File: src/hw/rtl/fwm_pkg.sv
// ----------------------------------------------------------------------------
// Frame window multiplier package
// Shared widths, register indexes, window codes, cosine-sum coefficients
// and the command bundle passed from the controller to the datapath.
// ----------------------------------------------------------------------------
`default_nettype none

package fwm_pkg;

   // Field and register widths
   localparam int SAMPLE_W    = 24;
   localparam int TYPE_W      = 4;
   localparam int FRAME_LEN_W = 13;
   localparam int STEP_W      = 32;
   localparam int CSR_IDX_W   = 2;
   localparam int CSR_DATA_W  = 32;
   localparam int COEF_W      = 22;
   localparam int TERM_W      = 2;

   // Register indexes on the configuration port
   localparam logic [CSR_IDX_W-1:0] CSR_WINDOW_TYPE  = 2'd0;
   localparam logic [CSR_IDX_W-1:0] CSR_FRAME_LENGTH = 2'd1;
   localparam logic [CSR_IDX_W-1:0] CSR_PHASE_STEP   = 2'd2;
   localparam logic [CSR_IDX_W-1:0] CSR_RAMP_STEP    = 2'd3;

   // Reset values of the registers
   localparam logic [TYPE_W-1:0]      RST_WINDOW_TYPE  = 4'd11;
   localparam logic [FRAME_LEN_W-1:0] RST_FRAME_LENGTH = 13'd1024;
   localparam logic [STEP_W-1:0]      RST_PHASE_STEP   = 32'd4198404;
   localparam logic [STEP_W-1:0]      RST_RAMP_STEP    = 32'd4194304;

   // Window codes
   localparam logic [TYPE_W-1:0] WT_BARTLETT = 4'd0;
   localparam logic [TYPE_W-1:0] WT_BLACKMAN = 4'd1;
   localparam logic [TYPE_W-1:0] WT_EXACT    = 4'd2;
   localparam logic [TYPE_W-1:0] WT_HARRIS   = 4'd3;
   localparam logic [TYPE_W-1:0] WT_BNUTTALL = 4'd4;
   localparam logic [TYPE_W-1:0] WT_FLATTOP  = 4'd5;
   localparam logic [TYPE_W-1:0] WT_HANN     = 4'd6;
   localparam logic [TYPE_W-1:0] WT_NUTTALL  = 4'd7;
   localparam logic [TYPE_W-1:0] WT_SINE     = 4'd8;
   localparam logic [TYPE_W-1:0] WT_TRI      = 4'd9;
   localparam logic [TYPE_W-1:0] WT_WELCH    = 4'd10;
   localparam logic [TYPE_W-1:0] WT_NONE     = 4'd11;

   localparam longint ONE_Q20 = 64'sd1048576;

   // Cosine-sum coefficients a0..a4 in Q20, rounded to nearest.
   // Rows follow the window codes; row 0 is unused.
   typedef logic signed [COEF_W-1:0] coef_row_type [5];
   typedef coef_row_type coef_tab_type [8];

   localparam coef_tab_type COEF_TAB = '{
      '{22'sd0, 22'sd0, 22'sd0, 22'sd0, 22'sd0},
      '{COEF_W'((64'sd84 * ONE_Q20 + 64'sd100) / 64'sd200),
        COEF_W'((64'sd1 * ONE_Q20 + 64'sd1) / 64'sd2),
        COEF_W'((64'sd16 * ONE_Q20 + 64'sd100) / 64'sd200),
        22'sd0, 22'sd0},
      '{COEF_W'((64'sd7938 * ONE_Q20 + 64'sd9304) / 64'sd18608),
        COEF_W'((64'sd9240 * ONE_Q20 + 64'sd9304) / 64'sd18608),
        COEF_W'((64'sd1430 * ONE_Q20 + 64'sd9304) / 64'sd18608),
        22'sd0, 22'sd0},
      '{COEF_W'((64'sd35875 * ONE_Q20 + 64'sd50000) / 64'sd100000),
        COEF_W'((64'sd48829 * ONE_Q20 + 64'sd50000) / 64'sd100000),
        COEF_W'((64'sd14128 * ONE_Q20 + 64'sd50000) / 64'sd100000),
        COEF_W'((64'sd1168 * ONE_Q20 + 64'sd50000) / 64'sd100000),
        22'sd0},
      '{COEF_W'((64'sd3635819 * ONE_Q20 + 64'sd5000000) / 64'sd10000000),
        COEF_W'((64'sd4891775 * ONE_Q20 + 64'sd5000000) / 64'sd10000000),
        COEF_W'((64'sd1365995 * ONE_Q20 + 64'sd5000000) / 64'sd10000000),
        COEF_W'((64'sd106411 * ONE_Q20 + 64'sd5000000) / 64'sd10000000),
        22'sd0},
      '{COEF_W'((64'sd1000 * ONE_Q20 + 64'sd500) / 64'sd1000),
        COEF_W'((64'sd1930 * ONE_Q20 + 64'sd500) / 64'sd1000),
        COEF_W'((64'sd1290 * ONE_Q20 + 64'sd500) / 64'sd1000),
        COEF_W'((64'sd388 * ONE_Q20 + 64'sd500) / 64'sd1000),
        COEF_W'((64'sd28 * ONE_Q20 + 64'sd500) / 64'sd1000)},
      '{COEF_W'((64'sd1 * ONE_Q20 + 64'sd1) / 64'sd2),
        COEF_W'((64'sd1 * ONE_Q20 + 64'sd1) / 64'sd2),
        22'sd0, 22'sd0, 22'sd0},
      '{COEF_W'((64'sd355768 * ONE_Q20 + 64'sd500000) / 64'sd1000000),
        COEF_W'((64'sd487396 * ONE_Q20 + 64'sd500000) / 64'sd1000000),
        COEF_W'((64'sd144232 * ONE_Q20 + 64'sd500000) / 64'sd1000000),
        COEF_W'((64'sd12604 * ONE_Q20 + 64'sd500000) / 64'sd1000000),
        22'sd0}
   };

   // Commands from the controller to the datapath, one bundle per cycle.
   typedef struct packed {
      logic              load;      // request accepted: capture sample and state
      logic              rom_rd;    // read the cosine table at the next harmonic
      logic              mul_term;  // multiply a coefficient by a table entry
      logic [TERM_W-1:0] term;      // which of a1..a4 the multiply uses
      logic              acc_en;    // add the previous product into the sum
      logic              acc_sub;   // subtract instead of add
      logic              weight;    // form the final window weight
      logic              mul_out;   // multiply the sample by the weight
      logic              out_load;  // load the result register
   } fwm_cmd_type;

endpackage

`default_nettype wire

File: src/hw/rtl/fwm_ctrl.sv
// ----------------------------------------------------------------------------
// Frame window multiplier controller
// Step sequencer that walks each request through the shared datapath and
// drives the request and result handshakes.
// ----------------------------------------------------------------------------
`default_nettype none

module fwm_ctrl (
   input  wire logic                clock,
   input  wire logic                reset,
   input  wire logic                req_valid,
   output logic                     req_stall,
   output logic                     rsp_valid,
   input  wire logic                rsp_stall,
   output fwm_pkg::fwm_cmd_type     cmd
);
   import fwm_pkg::*;

   localparam int SEQ_W = 4;

   localparam logic [SEQ_W-1:0] ST_IDLE   = 4'd0;
   localparam logic [SEQ_W-1:0] ST_TERM1  = 4'd1;
   localparam logic [SEQ_W-1:0] ST_TERM2  = 4'd2;
   localparam logic [SEQ_W-1:0] ST_TERM3  = 4'd3;
   localparam logic [SEQ_W-1:0] ST_TERM4  = 4'd4;
   localparam logic [SEQ_W-1:0] ST_ACC4   = 4'd5;
   localparam logic [SEQ_W-1:0] ST_WEIGHT = 4'd6;
   localparam logic [SEQ_W-1:0] ST_MULOUT = 4'd7;
   localparam logic [SEQ_W-1:0] ST_RESULT = 4'd8;

   logic [SEQ_W-1:0] state_ff, state_in;
   logic             rsp_valid_ff, rsp_valid_in;
   logic             out_free;
   logic             accept;
   fwm_cmd_type      cmd_dec;

   assign out_free  = !rsp_valid_ff || !rsp_stall;
   assign req_stall = !((state_ff == ST_IDLE) || ((state_ff == ST_RESULT) && out_free));
   assign accept    = req_valid && !req_stall;
   assign rsp_valid = rsp_valid_ff;

   always_comb begin
      cmd_dec = '0;
      unique case (state_ff)
         ST_TERM1: begin
            cmd_dec.rom_rd   = 1'b1;
            cmd_dec.mul_term = 1'b1;
            cmd_dec.term     = 2'd0;
         end
         ST_TERM2: begin
            cmd_dec.rom_rd   = 1'b1;
            cmd_dec.mul_term = 1'b1;
            cmd_dec.term     = 2'd1;
            cmd_dec.acc_en   = 1'b1;
            cmd_dec.acc_sub  = 1'b1;
         end
         ST_TERM3: begin
            cmd_dec.rom_rd   = 1'b1;
            cmd_dec.mul_term = 1'b1;
            cmd_dec.term     = 2'd2;
            cmd_dec.acc_en   = 1'b1;
         end
         ST_TERM4: begin
            cmd_dec.mul_term = 1'b1;
            cmd_dec.term     = 2'd3;
            cmd_dec.acc_en   = 1'b1;
            cmd_dec.acc_sub  = 1'b1;
         end
         ST_ACC4: begin
            cmd_dec.acc_en = 1'b1;
         end
         ST_WEIGHT: begin
            cmd_dec.weight = 1'b1;
         end
         ST_MULOUT: begin
            cmd_dec.mul_out = 1'b1;
         end
         ST_RESULT: begin
            cmd_dec.out_load = out_free;
         end
         default: begin
            cmd_dec = '0;
         end
      endcase
      cmd_dec.load = accept;
   end

   assign cmd = cmd_dec;

   always_comb begin
      if (accept) begin
         state_in = ST_TERM1;
      end else if (state_ff == ST_RESULT) begin
         state_in = out_free ? ST_IDLE : ST_RESULT;
      end else if (state_ff == ST_IDLE) begin
         state_in = ST_IDLE;
      end else begin
         state_in = SEQ_W'(state_ff + 4'd1);
      end
   end

   always_comb begin
      if (cmd_dec.out_load) begin
         rsp_valid_in = 1'b1;
      end else if (!rsp_stall) begin
         rsp_valid_in = 1'b0;
      end else begin
         rsp_valid_in = rsp_valid_ff;
      end
   end

   always_ff @(posedge clock) begin
      if (reset) begin
         state_ff     <= ST_IDLE;
         rsp_valid_ff <= 1'b0;
      end else begin
         state_ff     <= state_in;
         rsp_valid_ff <= rsp_valid_in;
      end
   end

   // A request is only taken when idle or on the cycle the result is stored.
   a_accept_slot: assert property (@(posedge clock) disable iff (reset)
      accept |-> ((state_ff == ST_IDLE) || (state_ff == ST_RESULT)))
      else $error("request accepted in the middle of a computation");

   // The result register is never overwritten while a result waits.
   a_no_overwrite: assert property (@(posedge clock) disable iff (reset)
      cmd_dec.out_load |-> !(rsp_valid_ff && rsp_stall))
      else $error("pending result overwritten");

   // An accepted request always starts the sequence from the first term.
   a_start: assert property (@(posedge clock) disable iff (reset)
      accept |=> (state_ff == ST_TERM1))
      else $error("sequence did not start after accept");

   // A finished computation holds while the receiver stalls a pending result.
   a_hold_result: assert property (@(posedge clock) disable iff (reset)
      ((state_ff == ST_RESULT) && rsp_valid_ff && rsp_stall) |=> (state_ff == ST_RESULT))
      else $error("result step left while blocked");

endmodule

`default_nettype wire

File: config.mk
export PLATFORM = sky130hd
export DESIGN_NAME = fwm_ctrl
export DESIGN_NICKNAME = d
export VERILOG_FILES = /design/src/hw/rtl/fwm_pkg.sv /design/src/hw/rtl/fwm_ctrl.sv
export SDC_FILE = /design/constraint.sdc
export NUM_CORES = 1
export LEC_CHECK = 0
export BUFFER_PORTS_ARGS = -buffer_cell sky130_fd_sc_hd__buf_2
export CAP_MARGIN = 20
export CORE_AREA = 2 2 39 41
export DETAILED_ROUTE_END_ITERATION = 12
export DIE_AREA = 0 0 41 43
export REMOVE_ABC_BUFFERS = 1
export SLEW_MARGIN = 40
export SYNTH_ARGS = -nofsm -noshare
export SYNTH_HDL_FRONTEND = slang
export SYNTH_SLANG_ARGS = --single-unit
File: constraint.sdc
create_clock -name clock -period 1.4 [get_ports clock]
set_input_delay 0.07 -clock clock [delete_from_list [all_inputs] [get_ports clock]]
set_output_delay 0.07 -clock clock [all_outputs]
set_load 0.05 [all_outputs]
Yosys cells after proc, flatten, opt, wreduce, memory -nomap -nowiden
Cells that the tools add are included.
{"block": "totals", "inputBits": 4, "register_bits": 5, "word_cells": 38, "out_inout_bits": 12}
{"block": "classes", "n_reduce_logical": 12, "addsub": 1, "n_eq_ne": 9, "mux": 13}
{"op": "equality test 4 x 3 -> 1 bit, second input constant", "n": 4}
{"op": "2-to-1 mux 4 bit", "n": 3}
{"op": "one-hot mux 3 bit (4 select lines)", "n": 1}
{"op": "2-to-1 mux 1 bit", "n": 9}
{"op": "equality test 4 x 2 -> 1 bit, second input constant", "n": 2}
{"op": "adder 4 x 1 -> 4 bit, second input constant", "n": 1}
{"op": "equality test 4 x 1 -> 1 bit, second input constant", "n": 1}
{"op": "equality test 4 bit, second input constant", "n": 1}
{"op": "zero test 4 bit", "n": 1}
{"op": "OR reduction 2 bit", "n": 2}
{"op": "OR reduction 4 bit", "n": 1}
{"op": "zero test 1 bit", "n": 3}
{"op": "OR reduction 3 bit", "n": 1}
{"op": "logical AND 1 bit", "n": 2}
{"op": "logical OR 1 bit", "n": 2}
{"op": "inequality test 2 x 1 -> 1 bit, second input constant", "n": 1}

Logic depth before layout (Yosys ltp)
Gate-level depths: netlist (run 1).
{"block": "depth", "depth_word": 6, "mapped_depth": 6, "depth_no_buf": 5}

Least setup slack after synthesis (run 1)
Ideal clock, no wire load.
{"block": "synth_path", "path_type": "flip-flop to output port", "start": "register state_ff[0]", "end": "output port cmd[7] (netlist name)", "path_stages_with_launch": 6, "arrival_ns": 1.940, "slack_ns": -0.610, "n_path_buf": 0, "path_cell_list": "dfxtp_1 -> inv_1 -> ha_1 -> nand2b_4 -> a21oi_1 -> a21o_1"}
{"item": "from (decl)", "line_no": "fwm_ctrl.sv:31", "rtl": "logic [SEQ_W-1:0] state_ff, state_in;"}
{"item": "from (signal assigned)", "line_no": "fwm_ctrl.sv:117", "rtl": "state_ff <= state_in;"}
{"item": "to (decl)", "line_no": "fwm_ctrl.sv:15", "rtl": "output fwm_pkg::fwm_cmd_type cmd"}

==> results of run 1 <==
==> registers in the layout, summed over array words and instances (netlist names) <==
signal     cells
rsp_valid      1
state_ff       4
==> cell usage in the layout, fill, tap and decap left out <==
master    synthesis  final
nand2_2           0      2
dfxtp_2           0      2
a21o_1            1      1
nor2b_4           1      1
buf_8             0      1
and3_4            1      1
o21a_1            2      2
xor2_1            1      1
a211oi_1          1      1
nand3_2           2      2
dfxtp_1           5      1
nand2b_4          1      1
a21oi_2           0      1
or2_4             0      1
buf_4             3      7
buf_6             1      5
nor3b_1           1      1
nand2b_1          2      2
and3b_1           2      2
a21oi_1           5      3
buf_2             0      6
dfxtp_4           0      2
ha_4              0      4
nor2_1            3      3
clkbuf_1          0      1
a21oi_4           0      1
inv_4             0      2
nand2_1           5      3
o21ba_1           1      1
clkbuf_4          0      3
a41oi_2           0      1
==> worst paths after layout <==
check / endpoint / slack, ns / cells after the start
hold reg to reg: state_ff[3] / 0.54 / 2
hold / removal: state_ff[2] / 0.04 / 2
setup reg to reg: state_ff[0] / 0.19 / 5
setup / recovery: cmd[0] / -0.05 / 6
==> logic make-up after synthesis <==
logic type / synth area share
xor gates and xnor gates: 0.0215
DFF: 0.246
adders and majority gates: 0.123
buffers and inverters: 0.102
AOI/OAI and AO/OA: 0.182
and+or+nand+nor: 0.326
==> area by class of cell <==
type,instances,area (µm²)
multi-input combinational,35,345
timing repair buffer,19,154
inverter,2,12.5
fill,134,716
tap,16,20.0
clock buffer,4,26.3
sequential,5,110
==> power by group <==
group          total [mW]  internal [mW]  switching, mW  leakage, nW
sequential          0.163          0.149         0.0140       0.0430
clock               0.164          0.108         0.0561       0.0150
combinational       0.255          0.111          0.144        0.231
==> stage by stage <==
stage          area [µm²]   util
3_3_place_gp          475  0.344
3_5_place_dp          475  0.344
4_1_cts               644  0.466
5_1_grt               668  0.483
2_1_floorplan         373      -
6_report              668  0.483
==> worst max-delay path, delay by kind of cell (launching register included) <==
| family | cells | cell delay, ns |
|---|---|---|
| buffers and inverters | 2 | 0.25 |
| adders and majority gates | 1 | 0.14 |
| and+or+nand+nor | 2 | 0.26 |
| DFF | 1 | 0.37 |
| AOI/OAI and AO/OA | 1 | 0.13 |
==> routing by layer <==
layer	vias up	routed length [µm]	GRT usage
li1	194	-	-
met1	181	360	0.122
met2	18	432	0.203
met3	2	60	0.0314
met4	0	12	0.0800
met5	-	0	0
==> what timing repair did <==
action | in CTS | in global routing
endpoints found under the setup margin | 10 | 9
buffers inserted | 3 | 0
pin swaps | 4 | 3
resized for setup | 34 | 10
gates cloned | 0 | 0
==> qor.csv, run 1 <==
stage,metric,value,unit
global_route,GRT overflow,0,
clock_tree,CTS hold repair buffers,0,
synthesis,main area contributors after synthesis,"dfxtp_1 25%, ha_1 12%, a21oi_1 6.2%, buf_4 5.5%, nand3_2 4.9%",
power_and_ir_drop,Tot Pwr,582,µW
worst_hold_path,worst hold start,reset,
synthesis,Syn Inst Count,46,
layout,ant diodes,0,
routing,"antenna viol nets, final",0,
routing,initial drt markers,4,
routing,final WL,865,µm
layout,synthesis-to-finish area growth,64.3,%
placement,DPL Wire Length,585,µm
synthesis,Synth Warn #,0,
global_route,largest net degree at the start of global routing,11,
critical_path,Crit Path Max Fanout,4,
die,Initial Util,0.294,
die,io pins,16,
placement,port bufs,15,
die,num rows,14,
placement,GPL Wtd Cong,0.658,
routing,vias per inst,4.88,
power_and_ir_drop,Worst IR Drop VDD,479,µV
critical_path,CP Cell Sequence,inv_4 -> ha_4 -> nor2b_4 -> nand2_2 -> a21oi_2 -> buf_6,
synthesis,Synth cell types,22,
synthesis,ys flop type,dfxtp_1,
clock_tree,Clock Tree Buf Depth,2,
sta,Fin. Hold Viols,0,
synthesis,Seq cells post-synth,5,
sta,worst setup margin,-0.0451,ns
critical_path,Setup CP Type,reg -> out,
sta,headroom to the max-slew limit,0.834,
clock_tree,Worst-path clk slew,0.04,ns
placement,pre-CTS setup slack,0.0121,ns
sta,sum of negative setup slack,-0.151,ns
worst_hold_path,HP Class,in -> reg,
synthesis,async set-reset flop share out of synthesis,0,
critical_path,CP Capture Type,output pin,
sta,Final Setup Violations,4,
routing,Avg WL per Cell,10.7,µm
critical_path,arrival time worst endpoint,1.38,ns
die,die height,43,µm
sta,Max Clock Skew,0.00562,ns
power_and_ir_drop,PwrDens,871,nW/µm²
run_status,status,finished with violations,
clock_tree,CTS Root Cell,clkbuf_4,
global_route,gr usage total,0.121,
sta,unrepaired setup endpoints after global routing,true,
sta,worst slew pin tran,0.251,ns
clock_tree,TritonCTS clock tree,yes,
layout,fin nets,74,
critical_path,"Data required, critical path",1.33,ns
synthesis,Synth top area share,0.246,
placement,dpl cells,74,
sta,Hold WS,0.0391,ns
clock_tree,htree depth,1,
die,die area,1760,µm²
sta,crit path time final,1.45,ns
die,Die Wd,41,µm
global_route,initial antenna violation count,0,
critical_path,Worst Setup SP,state_ff[1],
critical_path,Setup crit start kind,register,
global_route,number of global-route vias before repair,391,
sta,fin crit share,1.03,
clock_tree,CTS Sinks,5,
sta,max-slew violations,0,
synthesis,synth cell count leaders,"5 x a21oi_1, 5 x dfxtp_1, 5 x nand2_1",
layout,final std cells w/o fill,81,
critical_path,Max stage delay on crit path,0.37,ns
layout,share of layout cells above drive strength 1,0.662,
critical_path,Worst path slowest cell,dfxtp_4,
synthesis,"area leader, netlist",dfxtp_1,
routing,Initial DRT Pass Iterations,4,
run,max cap viols,0,
routing,DRC,0,
run_status,failing checks,negative setup slack,
global_route,first-pass GRT wire length,1.47,mm
synthesis,mapped cell area,407,µm²
critical_path,reg-to-reg startpoint,state_ff[0],
die,Core Region,1380,µm²
synthesis,"Seq/Total Area, Yosys",0.246,
power_and_ir_drop,Lkg Pwr,0.289,nW
sta,Fmax,692,MHz
synthesis,syn avg cell area,8.84,µm²
clock_tree,worst skew pair latency,0.24,ns
clock_tree,CTS buffer count,3,
synthesis,number of synthesized flops with an enable pin,0,
routing,DR vias,395,
(Power assumes the default switching activity.)
==> inputs of run 2 (changes only) <==
CTS_BUF_LIST = sky130_fd_sc_hd__clkbuf_4 sky130_fd_sc_hd__clkbuf_8 sky130_fd_sc_hd__clkbuf_16   (was unset)
==> qor.csv, run 2 (synthesis results as in run 1) <==
stage,metric,value,unit,change
run_status,status,finished with violations,,
run_status,failing checks,negative setup slack,,
routing,Initial DRT Pass Iterations,4,,unchanged
routing,initial drt markers,4,,unchanged
global_route,initial antenna violation count,0,,unchanged
die,num rows,14,,unchanged
sta,max-slew violations,0,,unchanged
sta,unrepaired setup endpoints after global routing,true,,
routing,DRC,0,,unchanged
routing,vias per inst,4.88,,unchanged
die,Core Region,1380,µm²,unchanged
critical_path,Setup CP Type,reg -> out,,
sta,crit path time final,1.45,ns,+0.000170 ns
critical_path,CP Capture Type,output pin,,
worst_hold_path,HP Class,in -> reg,,
layout,Largest register FFs,4,,unchanged
critical_path,arrival time worst endpoint,1.38,ns,about the same
layout,most flop-heavy register,state_ff,,
global_route,largest net degree at the start of global routing,11,,unchanged
critical_path,R2R setup slack,0.19,ns,about the same
sta,headroom to the max-slew limit,0.834,,unchanged
layout,ant diodes,0,,unchanged
placement,pre-CTS setup slack,0.0121,ns,unchanged
run,max cap viols,0,,unchanged
sta,Fin. Hold Viols,0,,unchanged
clock_tree,CTS hold repair buffers,0,,unchanged
sta,Final Setup Violations,4,,unchanged
placement,dpl cells,74,,unchanged
clock_tree,CTS Sinks,5,,unchanged
clock_tree,Worst-path clk slew,0.04,ns,about the same
power_and_ir_drop,Worst IR Drop VDD,483,µV,+0.83%
die,die area,1760,µm²,unchanged
clock_tree,htree depth,1,,unchanged
sta,worst slew pin tran,0.251,ns,unchanged
clock_tree,CTS buffer count,3,,unchanged
die,Die Wd,41,µm,unchanged
sta,Max Clock Skew,0.00549,ns,-0.000125 ns
clock_tree,Clock Tree Buf Depth,2,,unchanged
critical_path,Setup crit start kind,register,,
global_route,number of global-route vias before repair,391,,unchanged
layout,final std cells w/o fill,81,,unchanged
clock_tree,CTS Root Cell,clkbuf_4,,
clock_tree,TritonCTS clock tree,yes,,
routing,"antenna viol nets, final",0,,unchanged
layout,synthesis-to-finish area growth,65.2,%,
placement,DPL Wire Length,585,µm,unchanged
routing,final WL,865,µm,unchanged
sta,fin crit share,1.03,,about the same
layout,"commonest non-fill, non-tap cell in the layout",buf_4,,
critical_path,"Data required, critical path",1.33,ns,about the same
die,Initial Util,0.294,,unchanged
die,die height,43,µm,unchanged
sta,Fmax,692,MHz,about the same
critical_path,Crit Path Max Fanout,4,,unchanged
power_and_ir_drop,PwrDens,895,nW/µm²,+2.8%
placement,GPL Wtd Cong,0.658,,unchanged
routing,Avg WL per Cell,10.7,µm,unchanged
power_and_ir_drop,Lkg Pwr,0.292,nW,+1.2%
routing,DR vias,395,,unchanged
clock_tree,worst skew pair latency,0.24,ns,about the same
global_route,first-pass GRT wire length,1.47,mm,unchanged
layout,share of layout cells above drive strength 1,0.677,,+0.0154
global_route,gr usage total,0.121,,unchanged
layout,"commonest cells after routing, fill and taps aside","7 x buf_4, 6 x buf_2, 5 x buf_6, 4 x ha_4, 4 x clkbuf_4",,
sta,worst setup margin,-0.0453,ns,-0.000170 ns
layout,fin nets,74,,unchanged
placement,port bufs,15,,unchanged
global_route,GRT overflow,0,,unchanged
die,io pins,16,,unchanged
-- run 2: worst paths after layout --
path | startpoint | depth (start not counted) | to
worst min-delay path | reset | 2 | state_ff[2]
worst max-delay path | state_ff[1] | 6 | cmd[0]
worst min register to register | rsp_valid | 2 | state_ff[3]
worst max register to register | state_ff[0] | 5 | state_ff[0]
-- run 2: layout make-up --
type | count | area, µm²
tap | 16 | 20.0
multi-input combinational | 35 | 345
sequential | 5 | 110
inverter | 2 | 12.5
clock buffer | 4 | 30.0
fill | 134 | 712
timing repair buffer | 19 | 154
-- run 2: critical path: stages (launching register included) --
cell     delay (ns)
dfxtp_4        0.37
inv_4          0.08
ha_4           0.14
nor2b_4        0.18
nand2_2        0.08
a21oi_2        0.13
buf_6          0.17
-- run 2: power breakdown --
part,internal [mW],switching (mW),total (mW)
Clock,0.127,0.0562,0.183
Sequential,0.149,0.0140,0.163
Combinational,0.111,0.144,0.255
-- run 2: repair_timing --
action                                  CTS  global route
endpoints found under the setup margin   10             9
pin swaps                                 4             3
setup buffers                             3             0
resized for setup                        34            10
-- run 2: per-layer routing --
metal	wire length [µm]	part of all wire	vias to the layer above	track usage
met1	360	0.42	181	0.122
met5	0	0	-	0
met2	432	0.50	18	0.203
met3	60	0.069	2	0.0314
met4	12	0.014	0	0.0800
li1	-	-	194	-
-- run 2: through the flow --
step / cell area [µm²] / power (mW) / utilization / TNS [ns] / hold slack (ns)
final: 672 / 0.601 / 0.486 / -0.152 / 0.0391
after global routing: 672 / 0.639 / 0.486 / -0.466 / 0.0524
after CTS: 648 / 0.595 / 0.468 / -0.196 / 0.0385
after detailed placement: 475 / 0.343 / 0.344 / 0 / 0.296
after global placement: 475 / 0.342 / 0.344 / 0 / 0.299
after floorplan: 373 / 0.302 / - / -1.64 / 0.139
==> inputs of run 3 (changes only) <==
ABC_AREA = 1   (was unset)
clock period = 1.9 ns   (was 1.4 ns; I/O delays follow)
==> qor.csv, run 3 <==
stage,metric,value,unit,change
critical_path,worst r2r path cells,7,,+2
synthesis,Synth Area in Compound Gates,0.158,,-0.0235
placement,pre-CTS setup slack,0.499,ns,+0.486 ns
die,die area,1760,µm²,unchanged
global_route,number of global-route vias before repair,332,,-15%
synthesis,synth cell count leaders,"11 x nand2_1, 9 x inv_1, 5 x dfxtp_1, 5 x nor2_1",,
layout,share of layout cells above drive strength 1,0.408,,-0.269
run_status,status,"complete, no violations",,
die,num rows,14,,unchanged
synthesis,multiplexer area fraction after synthesis,0,,unchanged
synthesis,Synth Warn #,0,,unchanged
critical_path,Setup crit start kind,register,,
power_and_ir_drop,Tot Pwr,345,µW,-43%
routing,"antenna viol nets, final",0,,unchanged
clock_tree,CTS Root Cell,clkbuf_4,,
synthesis,Syn Inst Count,59,,+28%
critical_path,Crit Path Max Fanout,5,,+1
routing,initial drt markers,2,,-2
sta,Max Clock Skew,0.0000769,ns,-0.00542 ns
run,max cap viols,0,,unchanged
global_route,gr usage total,0.102,,-0.0192
synthesis,"Seq/Total Area, Yosys",0.243,,-0.00299
synthesis,XOR/XNOR Fraction of Synth Area,0.0213,,-0.000262
layout,most flop-heavy register,state_ff,,
global_route,first-pass GRT wire length,1.15,mm,-22%
clock_tree,CTS Sinks,5,,unchanged
critical_path,reg-to-reg startpoint,state_ff[0],,
layout,"commonest non-fill, non-tap cell in the layout",buf_2,,
global_route,largest net degree at the start of global routing,6,,-5
die,Core Region,1380,µm²,unchanged
sta,worst setup margin,0.253,ns,+0.298 ns
clock_tree,CTS buffer count,3,,unchanged
synthesis,async set-reset flop share out of synthesis,0,,unchanged
die,die height,43,µm,unchanged
synthesis,most common cell in the netlist,nand2_1,,
sta,Fin. Hold Viols,0,,unchanged
layout,synthesis-to-finish area growth,26.7,%,
layout,ant diodes,0,,unchanged
die,Initial Util,0.297,,+0.00362
layout,fin nets,85,,+15%
critical_path,Worst Setup SP,state_ff[0],,
power_and_ir_drop,Lkg Pwr,0.288,nW,-1.3%
sta,Fmax,607,MHz,
sta,crit path time final,1.65,ns,
synthesis,simple-gate share of the synthesized area,0.295,,-0.0313
routing,Initial DRT Pass Iterations,2,,-2
sta,headroom to the max-slew limit,0.835,,+0.00121
synthesis,Synth cell types,19,,-14%
synthesis,adder-cell share of the synthesized area,0.122,,-0.00150
layout,fin area,522,µm²,-22%
synthesis,mapped cell area,412,µm²,+1.2%
sta,unrepaired setup endpoints after global routing,false,,
sta,fin crit share,0.867,,
power_and_ir_drop,Worst IR Drop VDD,229,µV,-53%
sta,Final Setup Violations,0,,-4
clock_tree,htree depth,1,,unchanged
sta,worst slew pin tran,0.247,ns,-0.00427 ns
layout,"commonest cells after routing, fill and taps aside","15 x buf_2, 11 x nand2_1, 9 x inv_1, 5 x nor2_1, 5 x dfxtp_1",,
routing,Avg WL per Cell,8.37,µm,-22%
clock_tree,Clock Tree Buf Depth,2,,unchanged
global_route,GRT overflow,0,,unchanged
routing,DRC,0,,unchanged
critical_path,"Data required, critical path",1.80,ns,+0.47 ns
synthesis,Synth top area share,0.243,,-0.00299
die,Die Wd,41,µm,unchanged
clock_tree,worst skew pair latency,0.24,ns,about the same
sta,max-slew violations,0,,unchanged
synthesis,syn avg cell area,6.98,µm²,-21%
placement,DP Area,492,µm²,+3.4%
clock_tree,Worst-path clk slew,0.04,ns,about the same
power_and_ir_drop,PwrDens,661,nW/µm²,-26%
clock_tree,Post-CTS Resized,0,,-100%
routing,vias per inst,4.42,,-9.3%
synthesis,ys flop type,dfxtp_1,,
clock_tree,CTS hold repair buffers,0,,unchanged
critical_path,R2R setup slack,0.64,ns,+0.45 ns
die,io pins,16,,unchanged
synthesis,number of synthesized flops with an enable pin,0,,unchanged
placement,port bufs,15,,unchanged
routing,final WL,770,µm,-11%
placement,DPL Wire Length,650,µm,+11%
global_route,initial antenna violation count,0,,unchanged
synthesis,main area contributors after synthesis,"dfxtp_1 24%, ha_1 12%, nand2_1 10%, inv_1 8.2%, nand2_4 5.5%",,
synthesis,"area leader, netlist",dfxtp_1,,
placement,GPL Wtd Cong,0.670,,+1.9%
critical_path,Worst Setup EP,cmd[4],,
routing,DR vias,407,,+3.0%
clock_tree,TritonCTS clock tree,yes,,
critical_path,Setup CP Type,reg -> out,,
layout,Largest register FFs,4,,unchanged
clock_tree,"Setup Fix Bufs, Post-CTS",0,,-3
synthesis,largest family of logic cells by synthesized area,simple AND/OR/NAND/NOR gates,,
critical_path,arrival time worst endpoint,1.55,ns,+0.17 ns
synthesis,Seq cells post-synth,5,,unchanged
layout,Layout Utilization,0.377,,-0.108
worst_hold_path,HP Class,in -> reg,,
critical_path,CP Capture Type,output pin,,
critical_path,Reg-to-Reg End,state_ff[2],,
[run 3: kinds of logic (layout without fill, tap and decap cells)]
| logic type | count (synthesis) | after routing |
|---|---|---|
| xor+xnor | 1 | 1 |
| flops | 5 | 5 |
| buf+inv | 15 | 32 |
| fa+ha+maj | 4 | 4 |
| compound gates | 10 | 10 |
| simple gates | 24 | 24 |
[run 3: final cells by class]
class | count | area [µm²]
well taps | 16 | 20.0
fillers | 160 | 862
clock buffers | 4 | 30.0
inverters | 13 | 51.3
multi-input cells | 39 | 245
repair buffers | 15 | 75.1
flip-flops and latches | 5 | 100
[run 3: routing by layer]
metal  vias up  part of all wire  global-route usage
li1        216                 -                   -
met4         0             0.052               0.120
met1       174              0.39              0.0929
met3         4             0.058              0.0314
met5         -                 0                   0
met2        13              0.50               0.153
[run 3: power by group]
part / leakage (nW) / switching [mW] / internal (mW) / total (mW)
combinational: 0.229 / 0.0713 / 0.0248 / 0.0962
sequential: 0.0406 / 0.00356 / 0.108 / 0.112
clock: 0.0184 / 0.0433 / 0.0936 / 0.137
total: 0.288 / 0.118 / 0.227 / 0.345
[run 3: worst min path at each step]
stage / startpoint / slack, ns / cells after the start / end
final: reset / 0.04 / 2 / state_ff[0]
after CTS: reset / 0.04 / 2 / state_ff[0]
after global routing: reset / 0.03 / 2 / state_ff[0]
after floorplan: reset / 0.16 / 1 / rsp_valid
after global placement: reset / 0.29 / 2 / state_ff[0]
after detailed placement: reset / 0.29 / 2 / state_ff[0]
[run 3: per-stage QoR]
step | hold WS, ns | std cells | TNS, ns
floorplan | 0.164 | 57 | -0.0725
global placement | 0.288 | 88 | 0
detailed placement | 0.293 | 88 | 0
CTS | 0.0387 | 92 | 0
global route | 0.0304 | 92 | 0
finish | 0.0379 | 92 | 0
[run 3: critical path, stage by stage, from the launching register on]
cell,delay (ns)
dfxtp_1,0.39
inv_1,0.10
ha_1,0.25
nand2_1,0.12
o21ai_2,0.08
a21oi_2,0.12
nand2_1,0.05
buf_2,0.20
